===== src/deq_pkg.sv =====
// Shared types, constants and codes for the double-ended queue.
package deq_pkg;

    localparam int DEPTH  = 16;
    localparam int PTR_W  = (DEPTH > 1) ? $clog2(DEPTH) : 1;
    localparam int CNT_W  = $clog2(DEPTH + 1);
    localparam int DATA_W = 32;

    localparam logic [PTR_W-1:0] PTR_LAST = PTR_W'(DEPTH - 1);
    localparam logic [CNT_W-1:0] CNT_FULL = CNT_W'(DEPTH);

    typedef enum logic [1:0] {
        CMD_PUSH_FRONT = 2'd0,
        CMD_PUSH_REAR  = 2'd1,
        CMD_POP_FRONT  = 2'd2,
        CMD_POP_REAR   = 2'd3
    } cmd_code_t;

    typedef enum logic [1:0] {
        ST_OK        = 2'd0,
        ST_OVERFLOW  = 2'd1,
        ST_UNDERFLOW = 2'd2
    } status_t;

    typedef struct packed {
        cmd_code_t          command;
        logic signed [31:0] value;
    } cmd_t;

    typedef struct packed {
        logic signed [31:0] popped_value;
        logic [1:0]         status;
        logic               is_empty;
        logic               is_full;
    } result_t;

    // Access to the entry memory for one transaction.
    typedef struct packed {
        logic              we;
        logic [PTR_W-1:0]  waddr;
        logic [DATA_W-1:0] wdata;
        logic              re;
        logic [PTR_W-1:0]  raddr;
    } mem_req_t;

    // Registered result control, aligned with the memory read data.
    typedef struct packed {
        logic    valid;
        status_t status;
        logic    pop_ok;
        logic    is_empty;
        logic    is_full;
    } res_ctrl_t;

    function automatic logic [PTR_W-1:0] ptr_inc(input logic [PTR_W-1:0] p);
        return (p == PTR_LAST) ? '0 : p + PTR_W'(1);
    endfunction

    function automatic logic [PTR_W-1:0] ptr_dec(input logic [PTR_W-1:0] p);
        return (p == '0) ? PTR_LAST : p - PTR_W'(1);
    endfunction

endpackage


===== src/deq_ram.sv =====
// Generic single-write, single-read synchronous RAM with registered read data.
module deq_ram #(
    parameter int DATA_W = 32,
    parameter int ADDR_W = 4,
    parameter int DEPTH  = 16
) (
    input  logic              clk,
    input  logic              we,
    input  logic [ADDR_W-1:0] waddr,
    input  logic [DATA_W-1:0] wdata,
    input  logic              re,
    input  logic [ADDR_W-1:0] raddr,
    output logic [DATA_W-1:0] rdata
);

    logic [DATA_W-1:0] mem_reg [DEPTH];
    logic [DATA_W-1:0] rdata_reg;

    always_ff @(posedge clk)
    begin
        if (we)
        begin
            mem_reg[waddr] <= wdata;
        end
    end

    always_ff @(posedge clk)
    begin
        if (re)
        begin
            rdata_reg <= mem_reg[raddr];
        end
    end

    assign rdata = rdata_reg;

endmodule


===== src/deq_ctrl.sv =====
// Front/rear positions, occupancy count and memory access control.
module deq_ctrl (
    input  logic               clk,
    input  logic               rst_n,
    input  logic               accept,
    input  deq_pkg::cmd_t      cmd,
    output deq_pkg::mem_req_t  mem_req,
    output deq_pkg::res_ctrl_t res_ctrl
);

    logic [deq_pkg::PTR_W-1:0] front_reg, front_next;
    logic [deq_pkg::PTR_W-1:0] rear_reg,  rear_next;
    logic [deq_pkg::CNT_W-1:0] count_reg, count_next;
    deq_pkg::res_ctrl_t        res_reg,   res_next;

    logic is_full_now;
    logic is_empty_now;

    assign is_full_now  = (count_reg == deq_pkg::CNT_FULL);
    assign is_empty_now = (count_reg == '0);

    always_comb
    begin
        front_next       = front_reg;
        rear_next        = rear_reg;
        count_next       = count_reg;
        mem_req.we       = 1'b0;
        mem_req.waddr    = rear_reg;
        mem_req.wdata    = cmd.value;
        mem_req.re       = 1'b0;
        mem_req.raddr    = front_reg;
        res_next.valid   = accept;
        res_next.status  = deq_pkg::ST_OK;
        res_next.pop_ok  = 1'b0;

        unique case (cmd.command)
            deq_pkg::CMD_PUSH_FRONT:
            begin
                if (is_full_now)
                begin
                    res_next.status = deq_pkg::ST_OVERFLOW;
                end
                else
                begin
                    front_next    = deq_pkg::ptr_dec(front_reg);
                    mem_req.we    = accept;
                    mem_req.waddr = front_next;
                    count_next    = count_reg + deq_pkg::CNT_W'(1);
                end
            end
            deq_pkg::CMD_PUSH_REAR:
            begin
                if (is_full_now)
                begin
                    res_next.status = deq_pkg::ST_OVERFLOW;
                end
                else
                begin
                    mem_req.we    = accept;
                    mem_req.waddr = rear_reg;
                    rear_next     = deq_pkg::ptr_inc(rear_reg);
                    count_next    = count_reg + deq_pkg::CNT_W'(1);
                end
            end
            deq_pkg::CMD_POP_FRONT:
            begin
                if (is_empty_now)
                begin
                    res_next.status = deq_pkg::ST_UNDERFLOW;
                end
                else
                begin
                    mem_req.re      = accept;
                    mem_req.raddr   = front_reg;
                    front_next      = deq_pkg::ptr_inc(front_reg);
                    count_next      = count_reg - deq_pkg::CNT_W'(1);
                    res_next.pop_ok = 1'b1;
                end
            end
            deq_pkg::CMD_POP_REAR:
            begin
                if (is_empty_now)
                begin
                    res_next.status = deq_pkg::ST_UNDERFLOW;
                end
                else
                begin
                    rear_next       = deq_pkg::ptr_dec(rear_reg);
                    mem_req.re      = accept;
                    mem_req.raddr   = rear_next;
                    count_next      = count_reg - deq_pkg::CNT_W'(1);
                    res_next.pop_ok = 1'b1;
                end
            end
            default:
            begin
                res_next.status = deq_pkg::ST_OK;
            end
        endcase

        res_next.is_empty = (count_next == '0);
        res_next.is_full  = (count_next == deq_pkg::CNT_FULL);
    end

    always_ff @(posedge clk or negedge rst_n)
    begin
        if (!rst_n)
        begin
            front_reg <= '0;
            rear_reg  <= '0;
            count_reg <= '0;
            res_reg   <= '0;
        end
        else
        begin
            if (accept)
            begin
                front_reg <= front_next;
                rear_reg  <= rear_next;
                count_reg <= count_next;
                res_reg   <= res_next;
            end
            else
            begin
                res_reg.valid <= 1'b0;
            end
        end
    end

    assign res_ctrl = res_reg;

endmodule


===== src/double_ended_queue.sv =====
// Double-ended queue top level: command port, control and entry memory.
// Results: the result of a transaction accepted at a clock edge is shown on the
//   cycle after that edge, with done high for exactly one cycle.
// Throughput: one transaction per cycle; busy stays low, since each transaction
//   makes at most one access to the single-port-per-direction entry memory.
// Reset: rst_n clears positions, occupancy and done; memory contents are not cleared.
module double_ended_queue (
    input  logic             clk,
    input  logic             rst_n,
    input  logic             start,
    output logic             busy,
    input  deq_pkg::cmd_t    cmd,
    output logic             done,
    output deq_pkg::result_t result
);

    deq_pkg::mem_req_t  mem_req;
    deq_pkg::res_ctrl_t res_ctrl;
    logic [deq_pkg::DATA_W-1:0] rd_data;
    logic accept;

    // Commands are never held off: pointer updates finish in the accept cycle.
    // A pop right after a push to the same entry reads the array after the write
    // edge, so no forwarding path is needed.
    assign busy   = 1'b0;
    assign accept = start && !busy;

    deq_ctrl u_ctrl (
        .clk      (clk),
        .rst_n    (rst_n),
        .accept   (accept),
        .cmd      (cmd),
        .mem_req  (mem_req),
        .res_ctrl (res_ctrl)
    );

    deq_ram #(
        .DATA_W (deq_pkg::DATA_W),
        .ADDR_W (deq_pkg::PTR_W),
        .DEPTH  (deq_pkg::DEPTH)
    ) u_ram (
        .clk   (clk),
        .we    (mem_req.we),
        .waddr (mem_req.waddr),
        .wdata (mem_req.wdata),
        .re    (mem_req.re),
        .raddr (mem_req.raddr),
        .rdata (rd_data)
    );

    // Drive the popped value only for a successful pop; zero otherwise.
    assign done                = res_ctrl.valid;
    assign result.popped_value = res_ctrl.pop_ok ? $signed(rd_data) : 32'sd0;
    assign result.status       = res_ctrl.status;
    assign result.is_empty     = res_ctrl.is_empty;
    assign result.is_full      = res_ctrl.is_full;

    // Every accepted transaction yields exactly one result on the next cycle.
    a_done_follows: assert property (@(posedge clk) disable iff (!rst_n)
        accept |=> done)
        else $error("done missing after accepted transaction");

    a_no_spurious_done: assert property (@(posedge clk) disable iff (!rst_n)
        !accept |=> !done)
        else $error("done without accepted transaction");

    a_empty_full_excl: assert property (@(posedge clk) disable iff (!rst_n)
        done |-> !(result.is_empty && result.is_full))
        else $error("queue reported both empty and full");

    a_refused_zero: assert property (@(posedge clk) disable iff (!rst_n)
        (done && result.status != deq_pkg::ST_OK) |-> (result.popped_value == 32'sd0))
        else $error("refused transaction returned a nonzero value");

    a_push_not_empty: assert property (@(posedge clk) disable iff (!rst_n)
        (accept && (cmd.command == deq_pkg::CMD_PUSH_FRONT
                    || cmd.command == deq_pkg::CMD_PUSH_REAR)) |=> !result.is_empty)
        else $error("queue empty after push");

endmodule

===== config.mk =====
export PLATFORM = sky130hd
export DESIGN_NAME = double_ended_queue
export DESIGN_NICKNAME = d
export VERILOG_FILES = /design/src/deq_pkg.sv /design/src/deq_ram.sv /design/src/deq_ctrl.sv /design/src/double_ended_queue.sv
export SDC_FILE = /design/constraint.sdc
export NUM_CORES = 1
export LEC_CHECK = 0
export BUFFER_PORTS_ARGS = -buffer_cell sky130_fd_sc_hd__buf_2
export CAP_MARGIN = 0
export CORE_MARGIN = 1
export CORE_UTILIZATION = 56
export CTS_BUF_LIST = sky130_fd_sc_hd__clkbuf_4 sky130_fd_sc_hd__clkbuf_8 sky130_fd_sc_hd__clkbuf_16
export DETAILED_ROUTE_END_ITERATION = 12
export GPL_TIMING_DRIVEN = 0
export PLACE_DENSITY = 0.76
export SLEW_MARGIN = 0
export SYNTH_ARGS = -nofsm -noshare
export SYNTH_HDL_FRONTEND = slang
export SYNTH_SLANG_ARGS = --single-unit

===== constraint.sdc =====
create_clock -name clk -period 3.8 [get_ports clk]
set_input_delay 0.38 -clock clk [delete_from_list [all_inputs] [get_ports clk]]
set_output_delay 0.38 -clock clk [all_outputs]
set_load 0.02 [all_outputs]

After elaboration in Yosys (flattened, before gate mapping)
Memories as Yosys holds them, arrays and structs flattened. A register that Yosys moved wholly into a read port is not among the register bits.
Index checks and enable logic that the tools add are counted.

operators by class
  magnitude comparators = 0
  shift-type cells = 0
  add/sub/neg operators = 6
  $mul = 0
  equality and inequality tests = 11
  divide/modulo/power cells = 0
  muxes and demuxes = 28
  reduce and logical (&&, ||, !) cells = 11
  bitwise operators = 0

operators by type and width
  kind                 count
  $mux 32              1
  $mux 4               8
  $mux 5               6
  $pmux 5 s2           3
  $pmux 4 s2           2
  $eq 5x5->1 const B   2
  $logic_not 5->1      2
  $add 4x1->4 const B  2
  $eq 4x4->1 const B   2
  $logic_not 4->1      2
  $ne 2x2->1 const B   4
  $reduce_and 4->1     2
  $sub 4x1->4 const B  2
  $mux 1               6
  $add 5x1->5 const B  1
  $sub 5x1->5 const B  1
  $eq 2x2->1 const B   2
  $pmux 2 s2           1
  $reduce_bool 2->1    2
  $reduce_or 2->1      2
  $eq 2x1->1 const B   1
  $logic_not 2->1      1
  $mux 2               1

storage, ports and cells
  latch bits = 0
  register bits after elaboration = 19
  bits of input ports = 37
  ROM bits = 0
  memory bits (writable) = 512
  memories = 1
  output and inout port bits = 38

memory list
  name           words  bits a word  read ports  clocked after Yosys merged registers in  wr ports  line           text
  u_ram.mem_reg  16     32           1           1                                        1         deq_ram.sv:16  logic [DATA_W-1:0] mem_reg [DEPTH];

Depth between registers and ports, before layout
Gate-level depths: netlist (run 1).

  depth in word-level cells = 6
  gate-level depth with buffers = 12
  gate-level depth less buffers = 8

Hierarchy
Synthesis (run 1) repeated with hierarchy kept, for this count alone.

unflattened totals
  cells, all modules = 1081
  area, all modules = 22122.5 um^2

by module, submodules not included
  module              area each (um^2)  instances  cells each
  deq_ram             20155.6           1          838
  deq_ctrl            1700.4            1          206
  double_ended_queue  266.5             1          37

Least setup slack after synthesis (run 1)
No wires, ideal clock.

  kind = register to register
  from = reg u_ctrl.count_reg[0] (netlist bit)
  to = mem u_ram.mem_reg[3][0], enable pin
  stages on the path, launching flop included = 9
  data required time = 3379 ps
  arrival time = 3342 ps
  period minus slack after synthesis = 3763 ps
  setup slack = 37 ps
  path buffers = 0
  cells stage by stage = dfrtp_1 -> inv_1 -> ha_1 -> nor3b_1 -> a21o_1 -> nor2_1 -> mux2i_1 -> or3_1 -> nor2_1

on the way
  word-level cells in the longest chain between the ends = 5
  elaborated cells on any way between the ends = 6
  those cells by class = eq/ne: 1; mux: 5

ends and longest elaborated chain
  what                          line                            text
  start: declaration            deq_ctrl.sv:13                  logic [deq_pkg::CNT_W-1:0] count_reg, count_next;
  start signal: assignment      deq_ctrl.sv:120                 count_reg <= count_next;
  $eq 5x5->1 *                  deq_ctrl.sv:19                  assign is_full_now = (count_reg == deq_pkg::CNT_FULL);
  $mux 5 (on tied branches)     deq_ctrl.sv:53, deq_ctrl.sv:39
  $pmux 5 s2 *                  deq_ctrl.sv:36                  unique case (cmd.command)
  $mux 1                        deq_ram.sv:21                   if (we)
  $mux 1 (not written as such)  deq_ram.sv:23                   mem_reg[waddr] <= wdata;
  end: declaration              deq_ram.sv:16

Mark *: on every way between the ends. The rest lies on a longest branch, timed or not.

Worst setup path after layout (run 1)
  from = reg u_ctrl.count_reg[0] (netlist bit)
  to = reg u_ram.rdata_reg[3], in the netlist u_ram.rdata[3], read port of u_ram.mem_reg, data pin

on the way
  word-level cells in the longest chain between the ends = 3
  elaborated cells on any way between the ends = 4
  those cells by class = mux: 3; reduce/logical: 1

ends and longest elaborated chain
  what                       line                            text
  $logic_not 5->1 *          deq_ctrl.sv:20                  assign is_empty_now = (count_reg == '0);
  $mux 5 (on tied branches)  deq_ctrl.sv:82, deq_ctrl.sv:67
  $pmux 5 s2 *               deq_ctrl.sv:36
  end: declaration           deq_ram.sv:17                   logic [DATA_W-1:0] rdata_reg;

Marked as above.
A chain may end at the register's enable or synchronous reset.

==> out/summary.txt, run 1 <==
Critical Path RT - 4.13 ns
Drt drc - 0
Sequential share of power - 0.381
Final cell count without fillers - 2258
Pin count of the biggest net entering global routing - 27
Iter 0 DRT Violations - 2441
Yosys cell types - 56
Io pins - 75
Maximum vdd drop - 0.0004558 V
Unrepaired setup endpoints after global routing - true
Syn Nets - 1574
MaxCap Viol Count - 0
Async SR Flop Fraction - 0.03375
Initial Utilization - 0.5731
Routability cong. - 0.8806
Logic pwr share - 0.363
Final WS setup - 0.02070 ns
Clock skew - 0.02021 ns
Max reg flops - 512
Power Density - 761.6 mW/mm^2
Port bufs - 72
Met2 WL - 31210 um
Final core utilization - 0.6631
Cts bufs inserted - 55
Minimum clock period - 3.779 ns
Die width - 204.6 um
H-tree depth - 2
Switching share of power - 0.3774
Worst slack, placed - -0.5349 ns
Fin. max-slew vios - 0
Vias in the first global route - 15220
CTS Sinks - 563
DR WL/cell - 29.75 um
Crit start category - register
Slew margin rel. - 0.3531
Post-layout nets - 1738
Initial antenna violation count - 1
FF-to-FF path depth - 10
Post-synthesis sequential area ratio - 0.7315
Dominant synthesized flop cell - edfxtp_1
CTS tree - yes
Placed cells - 2144
Clk_lat worst skew - 0.61 ns
Synth warn - 0
Status - finished clean
Syn Area/Cell - 15.02 um^2
Switch Pwr - 7.643 mW
Crit end category - register
Pint - 12.61 mW
Area added between synthesis and finish - 15.69%
Antenna diode count - 0
Clock network power share - 0.256
Post-Syn Area - 0.02298 mm^2
Max clock buf depth - 3
DIE AREA - 0.04185 mm^2
First-pass GRT wire length - 97000 um
Final worst-path cycle share - 0.9946
Routed via count - 15670
Clk root buf - clkbuf_16
Final hold vios - 0
Total power draw - 20.25 mW
Detail Route Antenna Nets - 0
Share of layout cells above drive strength 1 - 0.1904
Hold Crit Class - primary input to register
CP max FO - 10
Post-Route WL - 67170 um
Critical Path AT - 4.11 ns
Vias/cell - 6.938
Top Metal Used - met5
Yosys reg bits - 563
# rows - 73
Detailed placement HPWL - 41950 um
Final setup viols - 0
Post-synth EDFFs - 544
Worst-path clk slew - 0.06 ns
Global-route usage over all layers - 0.3211
Detailed Routing Iterations Pass 1 - 7
Fmax achieved - 264.6 MHz
Least-Margin Pin Slew - 0.9704 ns
Die Y - 204.6 um
Core Box Area - 0.04010 mm^2
Pleak - 8.896 nW
Met1 wire length - 24680 um
GRT Residual Overflow - 0
Mapped Cells - 1530
Met3 WL post-DR - 7925 um
Setup CP Type - register to register
Hold depth - 1
worst paths after layout:
| check | to | start | slack [ns] |
|---|---|---|---|
| max | u_ram.rdata[3]$_DFFE_PP_ | u_ctrl.count_reg[0]$_DFFE_PN0P_ | 0.02 |
| min | u_ram.mem_reg[14][6]$_DFFE_PP_ | cmd[6] | 0.14 |
| max reg2reg | u_ram.rdata[3]$_DFFE_PP_ | u_ctrl.count_reg[0]$_DFFE_PN0P_ | 0.02 |
| min reg2reg | u_ctrl.res_ctrl[3]$_DFFE_PN0P_ | u_ctrl.res_ctrl[3]$_DFFE_PN0P_ | 0.49 |
| max in group asynchronous | u_ctrl.res_ctrl[4]$_DFFE_PN0P_ | rst_n | 3.24 |
| min in group asynchronous | u_ctrl.count_reg[0]$_DFFE_PN0P_ | rst_n | 0.25 |
final cells by class:
cell class | count | area [um^2]
Multi-Input combinational cell | 830 | 5749
Tap cell | 525 | 656.9
Clock buffer | 75 | 1562
Sequential cell | 563 | 16810
Fill cell | 2665 | 13510
Timing Repair Buffer | 108 | 991.0
Clock inverter | 21 | 121.4
Buffer | 127 | 661.9
Inverter | 9 | 33.78
per-layer routing:
layer | vias up | GRT usage
li1 | 6498 | -
met1 | 7763 | 0.4273
met2 | 1153 | 0.5019
met3 | 251 | 0.07541
met4 | 2 | 0.1509
met5 | - | 0
cell families (layout without fill, tap and decap cells):
family,Yosys count,count (layout),synth area share
flops,563,563,0.7315
buf+inv,137,340,0.02739
fa+ha+maj,7,7,0.003811
xor+xnor,9,9,0.003430
simple gates,470,470,0.1125
other cells,1,1,0.0001632
compound gates,292,292,0.09865
mux,51,51,0.02249
power groups by stage:
stage / logic [mW] / registers [mW] / clock network, mW
after global placement: 6.47 / 7.84 / 0
after global routing: 7.62 / 7.76 / 5.42
after CTS: 6.98 / 7.70 / 5.18
final: 7.35 / 7.72 / 5.18
after floorplan: 4.05 / 7.78 / 0
after detailed placement: 6.86 / 7.82 / 0
placed cells by master, fill, tap and decap left out, types with 4 or more instances in the layout:
cell	netlist	layout
a2111oi_1	0	7
inv_1	9	9
nor2_1	69	52
clkbuf_4	0	21
nor3_1	131	131
clkbuf_1	77	45
or4_1	32	32
clkbuf_2	0	29
clkinv_1	0	10
nand3_1	5	5
a2111oi_0	61	50
buf_16	0	4
and2_1	35	35
a211oi_1	125	125
mux2i_1	46	46
nand2_1	26	26
xnor2_1	6	6
a221oi_1	5	5
nor2_4	0	17
buf_12	0	22
and3_1	90	90
nor4_1	64	64
clkinv_2	0	9
dfrtp_1	19	19
a2111oi_2	0	4
edfxtp_1	544	544
ha_1	7	7
a211oi_2	22	22
buf_4	11	17
o21ai_0	15	15
mux2_2	5	5
buf_6	5	9
a21oi_1	37	36
clkbuf_16	0	57
buf_2	29	101
synth_stat cells, drive strengths merged (2+ instances only):
cell type | n | area share
nand2 | 27 | 0.0045
nand3 | 5 | 0.0011
a31oi | 2 | 0.00054
xnor2 | 6 | 0.0023
o21ai | 16 | 0.0035
and2 | 35 | 0.0095
o22a | 2 | 0.00076
a211oi | 147 | 0.053
or4 | 32 | 0.010
nor2b | 2 | 0.00054
o211ai | 3 | 0.0012
a221oi | 5 | 0.0019
mux2i | 46 | 0.020
o2bb2ai | 2 | 0.00076
nor3b | 2 | 0.00065
mux2 | 5 | 0.0024
a21oi | 37 | 0.0081
nor4 | 64 | 0.017
and3 | 91 | 0.025
buf | 51 | 0.013
nor2 | 70 | 0.012
or3 | 3 | 0.00082
o31ai | 2 | 0.00065
xor2 | 3 | 0.0011
nand4 | 2 | 0.00054
a22oi | 3 | 0.00098
ha | 7 | 0.0038
edfxtp | 544 | 0.71
a21o | 3 | 0.00098
a2111oi | 61 | 0.023
nand2b | 3 | 0.00082
inv | 9 | 0.0015
clkbuf | 77 | 0.013
nor3 | 131 | 0.029
o22ai | 2 | 0.00054
dfrtp | 19 | 0.021
per-stage QoR:
step	hold WS, ns	instance area [um^2]	TNS, ns
after floorplan	0.08441	22980	0
after global placement	0.3437	24000	-845.22
after detailed placement	0.3513	24500	-9.099
after CTS	0.1175	26270	0
after global routing	0.1377	26590	-0.06989
final	0.1380	26590	0
critical path, cell delays in order (launching register included):
cell and delay [ns]:
dfrtp_1 0.47, inv_1 0.16, ha_1 0.21, or4b_1 0.43, buf_2 0.22, and3_4 0.22
nor2_2 0.17, buf_2 0.31, buf_2 0.48, a2111oi_0 0.25, or4_1 0.58
what timing repair did:
| item | 4_1_cts | 5_1_grt |
|---|---|---|
| gates resized for setup | 28 | 57 |
| pin swaps | 1 | 11 |
| hold buffers | 2 | 0 |
| gates cloned | 0 | 0 |
| endpoints found under the setup margin | 32 | 220 |
| setup buffers | 2 | 15 |
| endpoints found under the hold margin | 20 | 0 |
Note: power is estimated with default switching activity, not from simulation.
==> inputs of run 2 (changes only) <==
--- a/config.mk
+++ b/config.mk
@@ -8,11 +8,11 @@
 export BUFFER_PORTS_ARGS = -buffer_cell sky130_fd_sc_hd__buf_2
 export CAP_MARGIN = 0
 export CORE_MARGIN = 1
-export CORE_UTILIZATION = 56
-export CTS_BUF_LIST = sky130_fd_sc_hd__clkbuf_4 sky130_fd_sc_hd__clkbuf_8 sky130_fd_sc_hd__clkbuf_16
+export CORE_UTILIZATION = 58
+export CTS_BUF_LIST = sky130_fd_sc_hd__clkbuf_8
 export DETAILED_ROUTE_END_ITERATION = 12
 export GPL_TIMING_DRIVEN = 0
-export PLACE_DENSITY = 0.76
+export PLACE_DENSITY = 0.78
 export SLEW_MARGIN = 0
 export SYNTH_ARGS = -nofsm -noshare
 export SYNTH_HDL_FRONTEND = slang
==> run 2 against run 1 <==
  * Final area grew 0.13%
  * First-iteration DRC count grew 6.0%
  * Non-clock buffer count shrank 2
  * Hold slack got worse by 0.055 ns
  * Utilization up 2.3 points
  * Combinational power rose by 0.7%
  * Highest routed layer unchanged
  * Critical path type unchanged
  * Maximum frequency about the same
  * Clock power decreased by 4%
  * Sequential cell count did not move
  * Clock skew up 0.012 ns
==> out/summary.txt, run 2 (synthesized netlist as in run 1, its figures left out) <==
# rows - 72 (was 73)
Sequential cell area - 0.01681 mm^2 (about the same)
Routability cong. - 0.8509 (was 0.8806)
CTS tree - yes (unchanged)
Routed via count - 15950 (was 15670)
Critical-path cell list - clkbuf_1 > inv_1 > ha_1 > nor3b_2 > o211ai_4 > clkbuf_1 > clkbuf_1 > and3_1 > a211oi_1 > nor4_1 > or4_1 (was inv_1 > ha_1 > or4b_1 > buf_2 > and3_4 > nor2_2 > buf_2 > buf_2 > a2111oi_0 > or4_1)
Minimum clock period - 3.783 ns (was 3.779 ns)
H-tree depth - 3 (was 2)
DIE AREA - 0.04042 mm^2 (was 0.04185 mm^2)
Hold depth - 1 (unchanged)
Io pins - 75 (unchanged)
FF-to-FF path depth - 11 (was 10)
Hold path start - cmd[10] (was cmd[6])
Reg2Reg Launch Point - u_ctrl.rear_reg[0]$_DFFE_PN0P_ (was u_ctrl.count_reg[0]$_DFFE_PN0P_)
Global-route usage over all layers - 0.3295 (was 0.3211)
Detailed Routing Iterations Pass 1 - 6 (was 7)
Clock skew - 0.03238 ns (was 0.02021 ns)
Port bufs - 72 (unchanged)
Maximum vdd drop - 0.0005837 V (was 0.0004558 V)
Max clock buf depth - 3 (unchanged)
Slowest stage cell, crit path - clkbuf_1 (was or4_1)
Vias/cell - 6.903 (was 6.938)
Clk_lat worst skew - 0.68 ns (was 0.61 ns)
DR WL/cell - 28.92 um (was 29.75 um)
Final setup viols - 0 (unchanged)
Total power draw - 20.12 mW (was 20.25 mW)
Vias in the first global route - 15630 (was 15220)
Pleak - 9.000 nW (was 8.896 nW)
MaxCap Viol Count - 0 (unchanged)
Initial Utilization - 0.5919 (was 0.5731)
Post-DP Area - 0.02449 mm^2 (was 0.02450 mm^2)
Iter 0 DRT Violations - 2587 (was 2441)
CP startpoint - u_ctrl.rear_reg[0]$_DFFE_PN0P_ (was u_ctrl.count_reg[0]$_DFFE_PN0P_)
Worst-path clk slew - 0.06 ns (about the same)
CP max FO - 10 (unchanged)
Die width - 201.1 um (was 204.6 um)
Hold Path Sink - u_ram.mem_reg[5][10]$_DFFE_PP_ (was u_ram.mem_reg[14][6]$_DFFE_PP_)
Critical Path RT - 4.33 ns (was 4.13 ns)
Share of layout cells above drive strength 1 - 0.2066 (was 0.1904)
Power Density - 755.6 mW/mm^2 (was 761.6 mW/mm^2)
Initial antenna violation count - 2 (was 1)
Detailed placement HPWL - 41490 um (was 41950 um)
Final hold vios - 0 (unchanged)
First-pass GRT wire length - 97110 um (was 97000 um)
Commonest non-fill, non-tap cell in the layout - edfxtp_1 (unchanged)
Least-Margin Pin Slew - 1.076 ns (was 0.9704 ns)
CTS Sinks - 563 (unchanged)
Cts bufs inserted - 88 (was 55)
Detail Route Antenna Nets - 0 (unchanged)
Core Box Area - 0.03883 mm^2 (was 0.04010 mm^2)
Fmax achieved - 264.4 MHz (was 264.6 MHz)
Drt drc - 0 (unchanged)
Pin count of the biggest net entering global routing - 23 (was 27)
Post-Route WL - 66810 um (was 67170 um)
Most frequent cells in the layout - edfxtp_1, nor3_1, a211oi_1, buf_2, clkbuf_8 (was edfxtp_1, nor3_1, a211oi_1, buf_2, and3_1)
Area of the multi-input gates - 0.005853 mm^2 (was 0.005749 mm^2)
Design area - 0.02662 mm^2 (was 0.02659 mm^2)
Crit start category - register (unchanged)
Unrepaired setup endpoints after global routing - true (unchanged)
Final TNS setup - 0 ns (unchanged)
Slowest Stage Delay on Critical Path - 0.48 ns (was 0.58 ns)
Post-layout nets - 1771 (was 1738)
Slew margin rel. - 0.2828 (was 0.3531)
Fillers - 2487 (was 2665)
Reg-to-reg endpoint - u_ram.rdata[3]$_DFFE_PP_ (unchanged)
Status - finished clean (unchanged)
Area added between synthesis and finish - 15.84% (was 15.69%)
GRT Residual Overflow - 0 (unchanged)
Crit end category - register (unchanged)
Hold Crit Class - primary input to register (unchanged)
Die Y - 201.1 um (was 204.6 um)
Fin. max-slew vios - 0 (unchanged)
Critical Path AT - 4.31 ns (was 4.11 ns)
Setup CP Type - register to register (unchanged)
Max reg flops - 512 (unchanged)
R2R setup slack - 0.02 ns (about the same)
Final worst-path cycle share - 0.9955 (was 0.9946)
CP dominant cell by count - clkbuf_1 (was buf_2)
Clk root buf - clkbuf_8 (was clkbuf_16)
## run 2: cell count changes in the layout (fill, tap and decap cells not counted), sizes merged
cell | before | now
nor2 | 70 | 72
inv | 9 | 35
bufinv | 1 | 6
clkinv | 20 | 27
clkinvlp | 0 | 2
buf | 156 | 148
clkbuf | 152 | 176
diode | 0 | 1
## run 2: timing repair
item                                   in CTS  in global routing
pin swaps                                   3                  6
hold buffers                                2                  0
setup buffers                               0                 14
cloned                                      1                  1
resized for setup                          39                 96
setup endpoints to repair                  58                166
endpoints found under the hold margin      20                  0
## run 2: cell type report
class / count / share of cell area
Sequential cell: 563 / 0.6315
Clock inverter: 61 / 0.01509
Antenna cell: 1 / 0.00009400
Timing Repair Buffer: 105 / 0.03403
Buffer: 128 / 0.02571
Multi-Input combinational cell: 832 / 0.2199
Clock buffer: 93 / 0.04808
Inverter: 9 / 0.001269
Tap cell: 518 / 0.02435
## run 2: report_power, final
part	switching, mW	internal (mW)	total, mW
Combinational	5.16	2.23	7.40
Sequential	0.217	7.51	7.73
Clock	2.34	2.65	4.99
## run 2: worst max-delay path by stage
| stage | to |
|---|---|
| after floorplan | u_ram.mem_reg[3][0]$_DFFE_PP_ |
| after global placement | u_ram.mem_reg[15][21]$_DFFE_PP_ |
| after detailed placement | u_ram.rdata[27]$_DFFE_PP_ |
| after CTS | u_ram.mem_reg[14][16]$_DFFE_PP_ |
| after global routing | u_ram.rdata[20]$_DFFE_PP_ |
| final | u_ram.rdata[3]$_DFFE_PP_ |
## run 2: worst max-delay path: cells and delay by family, from the launching register on
kind	cells	cell delay [ns]
AOI/OAI and AO/OA	2	0.46
adders and majority gates	1	0.28
buffers and inverters	4	1.43
DFF	1	0.35
and+or+nand+nor	4	1.12
## run 2: per-stage QoR
step,util,setup slack [ns],hold WS [ns],std cells
final,0.6856,0.01722,0.08274,2310
after global routing,0.6856,-0.1083,0.06733,2309
after CTS,0.6770,0.001822,0.05531,2294
after detailed placement,0.6307,-0.4621,0.3438,2137
after global placement,0.6178,-1.847,0.3395,2120
after floorplan,-,0.03733,0.08441,1530
## run 2: per-layer routing
| metal | up-vias | track usage | wire [um] |
|---|---|---|---|
| met1 | 7775 | 0.4333 | 23920 |
| li1 | 6590 | - | - |
| met2 | 1341 | 0.5022 | 30910 |
| met4 | 2 | 0.1892 | 3280 |
| met3 | 239 | 0.08377 | 8690 |
| met5 | - | 0 | 13 |
